<file path="config.mk">
export PLATFORM = sky130hd
export DESIGN_NAME = signed_int_to_digit_writes_top_flat
export DESIGN_NICKNAME = d
export VERILOG_FILES = /design/src/design/sitb_pkg.sv /design/src/design/sitb_ifs.sv /design/src/design/sitb_bcd_cell.sv /design/src/design/signed_int_to_digit_writes_top.sv /design/src/flat_wrapper.sv
export SDC_FILE = /design/constraint.sdc
export NUM_CORES = 1
export LEC_CHECK = 0
export BUFFER_PORTS_ARGS = -buffer_cell sky130_fd_sc_hd__buf_2
export CORE_AREA = 2 2 105 184
export DETAILED_ROUTE_END_ITERATION = 6
export DIE_AREA = 0 0 107 186
export SYNTH_ARGS = -nofsm -noshare
export SYNTH_HDL_FRONTEND = slang
export SYNTH_SLANG_ARGS = --single-unit
export TNS_END_PERCENT = 20
</file>
<file path="constraint.sdc">
create_clock -name clk -period 4.85 [get_ports clk]
set_input_delay 0 -clock clk [delete_from_list [all_inputs] [get_ports clk]]
set_output_delay 0 -clock clk [all_outputs]
set_load 0.01 [all_outputs]
</file>
<file path="src/design/sitb_pkg.sv">
// Package for the signed integer to digit-register writer.
// Holds widths, register addresses, config indexes and the cell control type.
// No dependencies.
package sitb_pkg;

    localparam int NUM_DIGITS_DEF = 8;
    localparam int BCD_CELLS      = 10;
    localparam int MAG_W          = 32;
    localparam int CNT_W          = 5;
    localparam int DCNT_W         = 4;

    localparam logic [3:0] DECODE_MODE_ADDR = 4'd9;
    localparam logic [7:0] DECODE_ALL       = 8'hFF;

    localparam logic CFG_RESTORE_DECODE = 1'b0;
    localparam logic CFG_MINUS_CODE     = 1'b1;

    localparam logic [7:0] RESTORE_DECODE_RST = 8'd0;
    localparam logic [7:0] MINUS_CODE_RST     = 8'd10;

    typedef struct packed {
        logic clear;
        logic conv;
        logic move;
    } cell_ctrl_t;

endpackage

</file>
<file path="src/design/sitb_ifs.sv">
// Channel interfaces: number input and register-write output.
// Valid/ready handshake; depends on nothing.
interface sitb_num_if;
    logic        valid;
    logic        ready;
    logic [31:0] number_value;
    logic [3:0]  start_position;

    modport source (output valid, number_value, start_position, input ready);
    modport sink   (input valid, number_value, start_position, output ready);
endinterface

interface sitb_wr_if;
    logic       valid;
    logic       ready;
    logic [3:0] register_address;
    logic [7:0] register_data;
    logic [3:0] remaining_position;
    logic       last_write;

    modport source (output valid, register_address, register_data, remaining_position,
                    last_write, input ready);
    modport sink   (input valid, register_address, register_data, remaining_position,
                    last_write, output ready);
endinterface

</file>
<file path="src/design/sitb_bcd_cell.sv">
// One BCD digit cell of the double-dabble chain.
// Converts one bit per cycle, or moves digits up the chain for output. Uses sitb_pkg.
module sitb_bcd_cell
    import sitb_pkg::*;
(
    input  logic       clk,
    input  cell_ctrl_t ctrl,
    input  logic       carry_in,
    input  logic [3:0] digit_in,
    output logic       carry_out,
    output logic [3:0] digit
);

    logic [3:0] digit_reg;
    logic [3:0] digit_next;
    logic [3:0] adj;

    assign adj       = (digit_reg >= 4'd5) ? digit_reg + 4'd3 : digit_reg;
    assign carry_out = adj[3];
    assign digit     = digit_reg;

    always_comb
    begin
        digit_next = digit_reg;
        if (ctrl.clear)
        begin
            digit_next = 4'd0;
        end
        else if (ctrl.conv)
        begin
            digit_next = {adj[2:0], carry_in};
        end
        else if (ctrl.move)
        begin
            digit_next = digit_in;
        end
    end

    always_ff @(posedge clk)
    begin
        digit_reg <= digit_next;
    end

endmodule

</file>
<file path="src/design/signed_int_to_digit_writes_top.sv">
// Top level: signed 32-bit number to seven-segment register writes.
// Uses sitb_pkg, sitb_ifs and a chain of sitb_bcd_cell.
//
// Channel  Dir  Payload
// num      in   number_value[31:0] signed, start_position[3:0]
// wr       out  register_address[3:0], register_data[7:0], remaining_position[3:0], last_write
// cfg      in   cfg_we, cfg_index[0], cfg_wdata[7:0]
//
// One number at a time: an accept step, conversion one bit per cycle through the
// ten-cell digit chain, a skip over leading zeros, then the writes (2 to 10 writes),
// ending with the decode restore after the last digit; a negative number always
// passes through the sign state.
// A stall on wr holds the output register and freezes the write states; conversion and skipping go on.
// Reset is asynchronous, active low; config resets to decode 0, minus code 10.
module signed_int_to_digit_writes_top
    import sitb_pkg::*;
#(
    parameter int NUM_DIGITS = NUM_DIGITS_DEF
)
(
    input  logic            clk,
    input  logic            rst_n,
    sitb_num_if.sink        num,
    sitb_wr_if.source       wr,
    input  logic            cfg_we,
    input  logic            cfg_index,
    input  logic [7:0]      cfg_wdata
);

    localparam logic [2:0] ST_IDLE  = 3'd0;
    localparam logic [2:0] ST_CONV  = 3'd1;
    localparam logic [2:0] ST_SKIP  = 3'd2;
    localparam logic [2:0] ST_HEAD  = 3'd3;
    localparam logic [2:0] ST_SIGN  = 3'd4;
    localparam logic [2:0] ST_DIGIT = 3'd5;
    localparam logic [2:0] ST_TAIL  = 3'd6;

    localparam logic [3:0] POS_MAX = 4'(NUM_DIGITS);

    logic [2:0]        state_reg, state_next;
    logic [MAG_W-1:0]  mag_reg, mag_next;
    logic              neg_reg, neg_next;
    logic [3:0]        pos_reg, pos_next;
    logic [CNT_W-1:0]  cnt_reg, cnt_next;
    logic [DCNT_W-1:0] dcnt_reg, dcnt_next;
    logic [7:0]        restore_reg, minus_reg;

    logic       out_valid_reg, out_valid_next;
    logic [3:0] out_addr_reg, out_addr_next;
    logic [7:0] out_data_reg, out_data_next;
    logic [3:0] out_rem_reg, out_rem_next;
    logic       out_last_reg, out_last_next;

    cell_ctrl_t ctrl;
    logic [BCD_CELLS-1:0] carry;
    logic [3:0]           digits [BCD_CELLS];
    logic [3:0]           top_digit;
    logic                 load_ok;
    logic                 in_xfer;
    logic [31:0]          raw;

    assign top_digit = digits[BCD_CELLS-1];
    assign load_ok   = !out_valid_reg || wr.ready;
    assign num.ready = (state_reg == ST_IDLE);
    assign in_xfer   = num.valid && num.ready;
    assign raw       = num.number_value;

    genvar gi;
    generate
        for (gi = 0; gi < BCD_CELLS; gi++)
        begin : g_cell
            if (gi == 0)
            begin : g_first
                sitb_bcd_cell u_cell (
                    .clk       (clk),
                    .ctrl      (ctrl),
                    .carry_in  (mag_reg[MAG_W-1]),
                    .digit_in  (4'd0),
                    .carry_out (carry[gi]),
                    .digit     (digits[gi])
                );
            end
            else
            begin : g_rest
                sitb_bcd_cell u_cell (
                    .clk       (clk),
                    .ctrl      (ctrl),
                    .carry_in  (carry[gi-1]),
                    .digit_in  (digits[gi-1]),
                    .carry_out (carry[gi]),
                    .digit     (digits[gi])
                );
            end
        end
    endgenerate

    always_comb
    begin
        state_next     = state_reg;
        mag_next       = mag_reg;
        neg_next       = neg_reg;
        pos_next       = pos_reg;
        cnt_next       = cnt_reg;
        dcnt_next      = dcnt_reg;
        out_valid_next = out_valid_reg && !wr.ready;
        out_addr_next  = out_addr_reg;
        out_data_next  = out_data_reg;
        out_rem_next   = out_rem_reg;
        out_last_next  = out_last_reg;
        ctrl           = '0;

        case (state_reg)
            ST_IDLE:
            begin
                if (in_xfer)
                begin
                    neg_next   = raw[31];
                    mag_next   = raw[31] ? (32'd0 - raw) : raw;
                    pos_next   = (num.start_position > POS_MAX) ? POS_MAX
                                                                : num.start_position;
                    cnt_next   = '0;
                    dcnt_next  = DCNT_W'(BCD_CELLS);
                    ctrl.clear = 1'b1;
                    state_next = ST_CONV;
                end
            end
            ST_CONV:
            begin
                ctrl.conv = 1'b1;
                mag_next  = {mag_reg[MAG_W-2:0], 1'b0};
                cnt_next  = cnt_reg + CNT_W'(1);
                if (cnt_reg == CNT_W'(MAG_W - 1))
                begin
                    state_next = ST_SKIP;
                end
            end
            ST_SKIP:
            begin
                if (top_digit == 4'd0 && dcnt_reg > DCNT_W'(1))
                begin
                    ctrl.move = 1'b1;
                    dcnt_next = dcnt_reg - DCNT_W'(1);
                end
                else
                begin
                    state_next = ST_HEAD;
                end
            end
            ST_HEAD:
            begin
                if (load_ok)
                begin
                    out_valid_next = 1'b1;
                    out_addr_next  = DECODE_MODE_ADDR;
                    out_data_next  = DECODE_ALL;
                    out_rem_next   = 4'd0;
                    out_last_next  = 1'b0;
                    state_next     = neg_reg ? ST_SIGN : ST_DIGIT;
                end
            end
            ST_SIGN:
            begin
                if (pos_reg == 4'd0)
                begin
                    state_next = ST_DIGIT;
                end
                else if (load_ok)
                begin
                    out_valid_next = 1'b1;
                    out_addr_next  = pos_reg;
                    out_data_next  = minus_reg;
                    out_rem_next   = 4'd0;
                    out_last_next  = 1'b0;
                    pos_next       = pos_reg - 4'd1;
                    state_next     = ST_DIGIT;
                end
            end
            ST_DIGIT:
            begin
                if (pos_reg == 4'd0 || dcnt_reg == '0)
                begin
                    state_next = ST_TAIL;
                end
                else if (load_ok)
                begin
                    out_valid_next = 1'b1;
                    out_addr_next  = pos_reg;
                    out_data_next  = {4'd0, top_digit};
                    out_rem_next   = 4'd0;
                    out_last_next  = 1'b0;
                    pos_next       = pos_reg - 4'd1;
                    dcnt_next      = dcnt_reg - DCNT_W'(1);
                    ctrl.move      = 1'b1;
                end
            end
            ST_TAIL:
            begin
                if (load_ok)
                begin
                    out_valid_next = 1'b1;
                    out_addr_next  = DECODE_MODE_ADDR;
                    out_data_next  = restore_reg;
                    out_rem_next   = pos_reg;
                    out_last_next  = 1'b1;
                    state_next     = ST_IDLE;
                end
            end
            default:
            begin
                state_next = ST_IDLE;
            end
        endcase
    end

    always_ff @(posedge clk or negedge rst_n)
    begin
        if (!rst_n)
        begin
            state_reg     <= ST_IDLE;
            out_valid_reg <= 1'b0;
            restore_reg   <= RESTORE_DECODE_RST;
            minus_reg     <= MINUS_CODE_RST;
        end
        else
        begin
            state_reg     <= state_next;
            out_valid_reg <= out_valid_next;
            if (cfg_we)
            begin
                case (cfg_index)
                    CFG_RESTORE_DECODE: restore_reg <= cfg_wdata;
                    CFG_MINUS_CODE:     minus_reg   <= cfg_wdata;
                    default:            restore_reg <= restore_reg;
                endcase
            end
        end
    end

    always_ff @(posedge clk)
    begin
        mag_reg      <= mag_next;
        neg_reg      <= neg_next;
        pos_reg      <= pos_next;
        cnt_reg      <= cnt_next;
        dcnt_reg     <= dcnt_next;
        out_addr_reg <= out_addr_next;
        out_data_reg <= out_data_next;
        out_rem_reg  <= out_rem_next;
        out_last_reg <= out_last_next;
    end

    assign wr.valid              = out_valid_reg;
    assign wr.register_address   = out_addr_reg;
    assign wr.register_data      = out_data_reg;
    assign wr.remaining_position = out_rem_reg;
    assign wr.last_write         = out_last_reg;

endmodule

</file>
<file path="src/flat_wrapper.sv">
// flat-port wrapper written by rule: the top's interface ports become plain ports
module signed_int_to_digit_writes_top_flat import sitb_pkg::*;
#(
    parameter int NUM_DIGITS = NUM_DIGITS_DEF
)
  (clk, rst_n, cfg_we, cfg_index, cfg_wdata, num_valid, num_number_value, num_start_position, num_ready, wr_valid, wr_register_address, wr_register_data, wr_remaining_position, wr_last_write, wr_ready);
  sitb_num_if num_i ();
  sitb_wr_if wr_i ();
  input  logic clk;
  input  logic rst_n;
  input  logic cfg_we;
  input  logic cfg_index;
  input  logic [7:0] cfg_wdata;
  input wire logic [$bits(num_i.valid)-1:0] num_valid;
  input wire logic [$bits(num_i.number_value)-1:0] num_number_value;
  input wire logic [$bits(num_i.start_position)-1:0] num_start_position;
  output wire logic [$bits(num_i.ready)-1:0] num_ready;
  output wire logic [$bits(wr_i.valid)-1:0] wr_valid;
  output wire logic [$bits(wr_i.register_address)-1:0] wr_register_address;
  output wire logic [$bits(wr_i.register_data)-1:0] wr_register_data;
  output wire logic [$bits(wr_i.remaining_position)-1:0] wr_remaining_position;
  output wire logic [$bits(wr_i.last_write)-1:0] wr_last_write;
  input wire logic [$bits(wr_i.ready)-1:0] wr_ready;
  assign num_i.valid = num_valid;
  assign num_i.number_value = num_number_value;
  assign num_i.start_position = num_start_position;
  assign num_ready = num_i.ready;
  assign wr_valid = wr_i.valid;
  assign wr_register_address = wr_i.register_address;
  assign wr_register_data = wr_i.register_data;
  assign wr_remaining_position = wr_i.remaining_position;
  assign wr_last_write = wr_i.last_write;
  assign wr_i.ready = wr_ready;
  signed_int_to_digit_writes_top #(.NUM_DIGITS(NUM_DIGITS)) u_core (.clk(clk), .rst_n(rst_n), .num(num_i), .wr(wr_i), .cfg_we(cfg_we), .cfg_index(cfg_index), .cfg_wdata(cfg_wdata));
endmodule
</file>
# ---- Yosys cells after proc, flatten, opt, wreduce, memory -nomap -nowiden
# Index checks and enable logic that the tools add are counted.
dict set report word_totals {
  out_inout_bits 19
  input_bits 50
  ff_bits 123
  word_cells 187
}
dict set report classes {
  muxes 89
  n_eq_ne 20
  n_reduce_logical 28
  bitwise_logic 1
  magnitude_cmp 12
  n_addsub 14
}
# operator count
set ops {}
lappend ops {{$mux W4} 46}
lappend ops {{$mux W32} 2}
lappend ops {{$pmux W32 S2} 1}
lappend ops {{$mux W8} 6}
lappend ops {{$ge A4 B3 Y1 const B} 10}
lappend ops {{$add A4 B2 Y4 const B} 9}
lappend ops {{$pmux W4 S3} 3}
lappend ops {{$pmux W8 S4} 1}
lappend ops {{$sub A1 B32 Y32 const A} 1}
lappend ops {{$mux W3} 9}
lappend ops {{$pmux W3 S7} 1}
lappend ops {{$ne A2 B1 Y1 const B} 8}
lappend ops {{$pmux W4 S4} 1}
lappend ops {{$mux W1} 14}
lappend ops {{$reduce_and A7 Y1} 2}
lappend ops {{$logic_not A4 Y1} 3}
lappend ops {{$reduce_and A4 Y1} 3}
lappend ops {{$pmux W5 S2} 1}
lappend ops {{$eq A3 B3 Y1 const B} 3}
lappend ops {{$reduce_bool A3 Y1} 3}
lappend ops {{$ne A2 B2 Y1 const B} 4}
lappend ops {{$reduce_and A2 Y1} 4}
lappend ops {{$sub A4 B1 Y4 const B} 2}
lappend ops {{$eq A3 B2 Y1 const B} 2}
lappend ops {{other kinds (20)} 25}

# ---- Logic depth before layout (Yosys ltp)
dict set report depth {
  depth_word 7
  depth_mapped 8
  ltp_nobuf 7
}

# ---- Hierarchy
# From an unflattened synthesis, not the netlist that was laid out.
dict set report unflattened {
  cells_unflattened 767
  hier_area_um2 7255.7
}
# mod area_each_um2 seq_area_each_um2 n_inst cells_each
set modules_own_cells {}
lappend modules_own_cells {signed_int_to_digit_writes_top 4453.0 2394.8 1 417}
lappend modules_own_cells {sitb_bcd_cell 280.3 80.1 10 35}

# ---- Worst setup path after synthesis
# OpenSTA, ideal clock, no wires.
dict set report synth_path {
  path_type {register to register}
  startpoint {register u_core.state_reg[1]}
  endpoint {register u_core.cnt_reg[0] (enable)}
  setup_ps 511
  arrival_ps 2242
  synth_period_minus_slack_ps 2753
  path_slack_ps 2097
  required_ps 4339
  path_stages_with_launch 8
  n_path_buf 4
  path_cell_list {dfrtp_1 clkbuf_1 nand2b_1 or2_2 buf_2 clkbuf_1 clkbuf_1 nand2_1}
}
dict set report synth_between {
  elab_chain_cells 4
  elab_cells_between_ends 6
  cone_classes {2 x eq/ne; 4 x reduce/logical}
}
# item line
set synth_rtl {}
lappend synth_rtl {{start: declaration} signed_int_to_digit_writes_top.sv:40} ;# logic [2:0] state_reg, state_next;
lappend synth_rtl {{start signal: assignment} signed_int_to_digit_writes_top.sv:226} ;# state_reg <= state_next;
lappend synth_rtl {{$logic_not A3 Y1} {signed_int_to_digit_writes_top.sv:64, signed_int_to_digit_writes_top.sv:112}}
lappend synth_rtl {{$logic_and A1 B1 Y1} signed_int_to_digit_writes_top.sv:65} ;# assign in_xfer = num.valid && num.ready;
lappend synth_rtl {{$ne A2 B2 Y1 (no line)} -}
lappend synth_rtl {{$reduce_and A2 Y1 (no line) *} -}
lappend synth_rtl {{end signal: assignment} signed_int_to_digit_writes_top.sv:244} ;# cnt_reg <= cnt_next;
lappend synth_rtl {{end: declaration} signed_int_to_digit_writes_top.sv:44} ;# logic [CNT_W-1:0] cnt_reg, cnt_next;
# Mark *: on every way between the ends. The rest lies on a longest branch, timed or not.
# A chain may end at the register's enable or synchronous reset.

# ---- Worst setup path after layout
dict set report layout_path {
  startpoint {register u_core.state_reg[1]}
  endpoint {register u_core.mag_reg[4] (enable)}
}
dict set report layout_between {
  elab_chain_cells 4
  elab_cells_between_ends 6
  cone_classes {2 x eq/ne; 4 x reduce/logical}
}
# item line
set layout_rtl {}
lappend layout_rtl {{$logic_not A3 Y1} {signed_int_to_digit_writes_top.sv:64, signed_int_to_digit_writes_top.sv:112}}
lappend layout_rtl {{$logic_and A1 B1 Y1} signed_int_to_digit_writes_top.sv:65}
lappend layout_rtl {{$ne A2 B2 Y1 (no line)} -}
lappend layout_rtl {{$reduce_and A2 Y1 (no line) *} -}
lappend layout_rtl {{end signal: assignment} signed_int_to_digit_writes_top.sv:241} ;# mag_reg <= mag_next;
lappend layout_rtl {{end: declaration} signed_int_to_digit_writes_top.sv:41} ;# logic [MAG_W-1:0] mag_reg, mag_next;
# Marked as above.

==> impl_metrics.toml <==
[placed_design]
dp_slack_ns = 1.96
dp.cells = 1021
hpwl_mm = 11.6
port_buffers = 68
gp_congestion = 0.779
placed_cell_area_um2 = 7780

[yosys]
synthTopCellsByArea = "edfxtp_1 (26%), dfxtp_1 (11%), dfrtp_1 (6.2%), mux2i_1 (5.0%), ha_1 (4.8%)"
synthCells = 754
yosys_warnings = 0
syn-cell-area_um2 = 7280
synth_edf_count = 63
synth_fp_nets = 832
synth_top_area_cell = "edfxtp_1"
ys_seq_elements = 123
synth_commonest_cells = "nand2_1 (72), edfxtp_1 (63), a21oi_1 (61)"
yosysTopAreaCellShare_pct = 26.0
yosysUniqueCellTypes = 63
ys.flop_type = "edfxtp_1"
ys_seq_area_share_pct = 43.9
async_flop_share_pct = 16.3
postSynthAreaPerCell_um2 = 9.65
synth_most_common_cell = "nand2_1"

[die]
die_area_um2 = 19900
die_w_um = 107
core_area_um2 = 18400
pin_count = 69
placementRows = 66
start_util_pct = 39.5
fp.dieH_um = 186

[power_and_ir_drop]
power.internal_mw = 3.51
total_power_mw = 5.82
power.density_nw_per_um2 = 678
combPwrFrac_pct = 39.5
clockPowerShare_pct = 22.5
ir_worst_vdd_mv = 0.361
seq_power_share_pct = 38.0
p_switching_mw = 2.31
leakagePower_nw = 3.46
netSwitchingFraction_pct = 39.7

[layout]
num-nets-final = 899
synthToLayoutAreaGrowth_pct = 17.9
seq_area_um2 = 3200
drive_above_1_share_pct = 17.6
antenna_cells = 0
fillers = 1809
fin_area_um2 = 8580
largest_reg_flops = 36
fin_cells = 1072
multiInputGateArea_um2 = 3770

[worst_setup_path]
worstSetupPathType = "flop to flop"
worstPathCellList = "nand2b_1 > or2_2 > buf_4 > nand2_1 > buf_4"
rr_worst_depth = 5
critPathSlowestCell = "dfrtp_1"
worstPathMaxFanout = 47
endpoint_kind = "flop"
start_kind = "flop"
cpMostUsedCell = "buf_4"
critical_path_required_ns = 4.91
max_stage_delay_ns = 0.68
critPathArrivalTime_ns = 2.94

[timing]
finalSetupViolations = 0
period_needed_ns = 2.89
grt_setup_unrepaired = "no"
finalHoldViolCount = 0
fin_tns_setup_ns = 0
worst_slack_ns = 1.96
fin_skew_ns = 0.0260
drv_slew = 0
finalCritPeriodShare_pct = 59.5
fmax_mhz = 346
worstMarginPinSlew_ns = 1.14
slew_headroom_pct = 23.6

[clock_network]
clockRootBuffer = "clkbuf_16"
clk_pin_slew_worst_paths_ns = 0.06
cts_made_buffers = 17
cts_max_level = 4
cts_buffer_depth = 2
clk_latency_ns = 0.42
cts_tree = "built"
ctsResizeCount = 0
clock_sinks = 123

[detailed_routing]
detailedRoute.firstPassIterationCount = 7
detail_route.iter0.violations = 188
viasPerCell = 5.32
wl_mm = 16.3
drcViolationCount = 0
wl_per_cell_um = 15.2
ant_nets = 0
vias = 5703

[global_routing]
antenna_found_initial = 0
globalRouteOverflowTotal = 0
grt_pass1_wl_mm = 27.0
grt.total_usage_pct = 17.2
grt_start_max_net_pins = 51
grt_pass1_vias = 5677

[worst_hold_path]
hold_depth = 3
hold_class = "primary input to flop"

[run]
drv_cap = 0

[outcome]
status = "finished, final reports clean"
area by class of cell:
cell class	instances	area share (%)
clock buffer	18	5.25
inverter	29	1.27
multi-input combinational	554	44.0
sequential	123	37.2
clock inverter	14	1.82
timing repair buffer	96	6.97
tap	238	3.47
final timing paths:
| check | start | end | slack, ns |
|---|---|---|---|
| worst max-delay path | u_core.state_reg[1] | u_core.mag_reg[4] | 1.96 |
| worst min-delay path | num_number_value[26] | u_core.mag_reg[26] | 0.005 |
| worst max register to register | u_core.state_reg[1] | u_core.mag_reg[4] | 1.96 |
| worst min register to register | u_core.mag_reg[31] | u_core.g_cell[0].g_first.u_cell.digit[0] | 0.49 |
| max in group asynchronous | rst_n | u_core.minus_reg[3] | 4.46 |
| min in group asynchronous | rst_n | u_core.restore_reg[7] | 0.05 |
layout by cell type, fill, tap and decap left out, drive strengths merged, types with 12 or more instances in the layout:
| cell type | Yosys | layout |
|---|---|---|
| a21oi | 61 | 61 |
| dfrtp | 18 | 18 |
| nor4 | 12 | 12 |
| o21ai | 59 | 59 |
| dfxtp | 40 | 40 |
| nor2b | 12 | 12 |
| ha | 28 | 28 |
| nor2 | 41 | 41 |
| inv | 29 | 36 |
| xnor2 | 18 | 18 |
| nor3b | 14 | 14 |
| mux2i | 36 | 36 |
| nand2 | 72 | 72 |
| buf | 12 | 77 |
| clkbuf | 36 | 18 |
| mux2 | 20 | 20 |
| nor3 | 14 | 14 |
| a211oi | 30 | 30 |
| nand2b | 15 | 15 |
| edfxtp | 63 | 63 |
| dlygate4sd3 | 0 | 19 |
| xor2 | 28 | 28 |
what timing repair did:
item                                   in CTS  in global routing
endpoints found under the hold margin      46                  0
setup buffers                               0                  0
hold buffers                               19                  0
critical path: cells and delay by family, from the launching register on:
family / cells / cell delay [ns]
flip-flops: 1 / 0.68
AND/OR/NAND/NOR: 3 / 1.08
buffers and inverters: 2 / 0.73
logic make-up (layout without fill, tap and decap cells):
family / count (synthesis) / count (layout) / synth area share (%)
buf+inv: 77 / 157 / 4.44
mux: 56 / 56 / 8.05
compound gates: 203 / 203 / 17.5
flops: 123 / 123 / 43.9
xor+xnor: 46 / 46 / 5.54
fa+ha+maj: 28 / 28 / 4.81
simple gates: 221 / 221 / 15.8
per-stage QoR:
stage,hold WS (ns),utilization (%)
after floorplan,-0.296,-
after global placement,-0.0297,42.3
after detailed placement,-0.0307,42.3
after CTS,0.00117,46.6
after global routing,0.0165,46.6
final,0.00472,46.6
power groups by stage:
stage	Sequential, mW	Combinational [mW]	Clock, mW
CTS	2.21	2.33	1.33
detailed placement	2.23	2.31	0
global route	2.29	2.63	1.38
floorplan	2.03	1.90	0
global placement	2.22	2.28	0
finish	2.21	2.30	1.31
layer usage:
metal	wire [um]	up-vias	GRT usage (%)
li1	-	2891	-
met1	6560	2684	17.3
met2	9120	107	34.4
met3	398	21	2.63
met4	261	0	6.65
met5	0	-	0
Note: power is estimated with default switching activity, not from simulation.
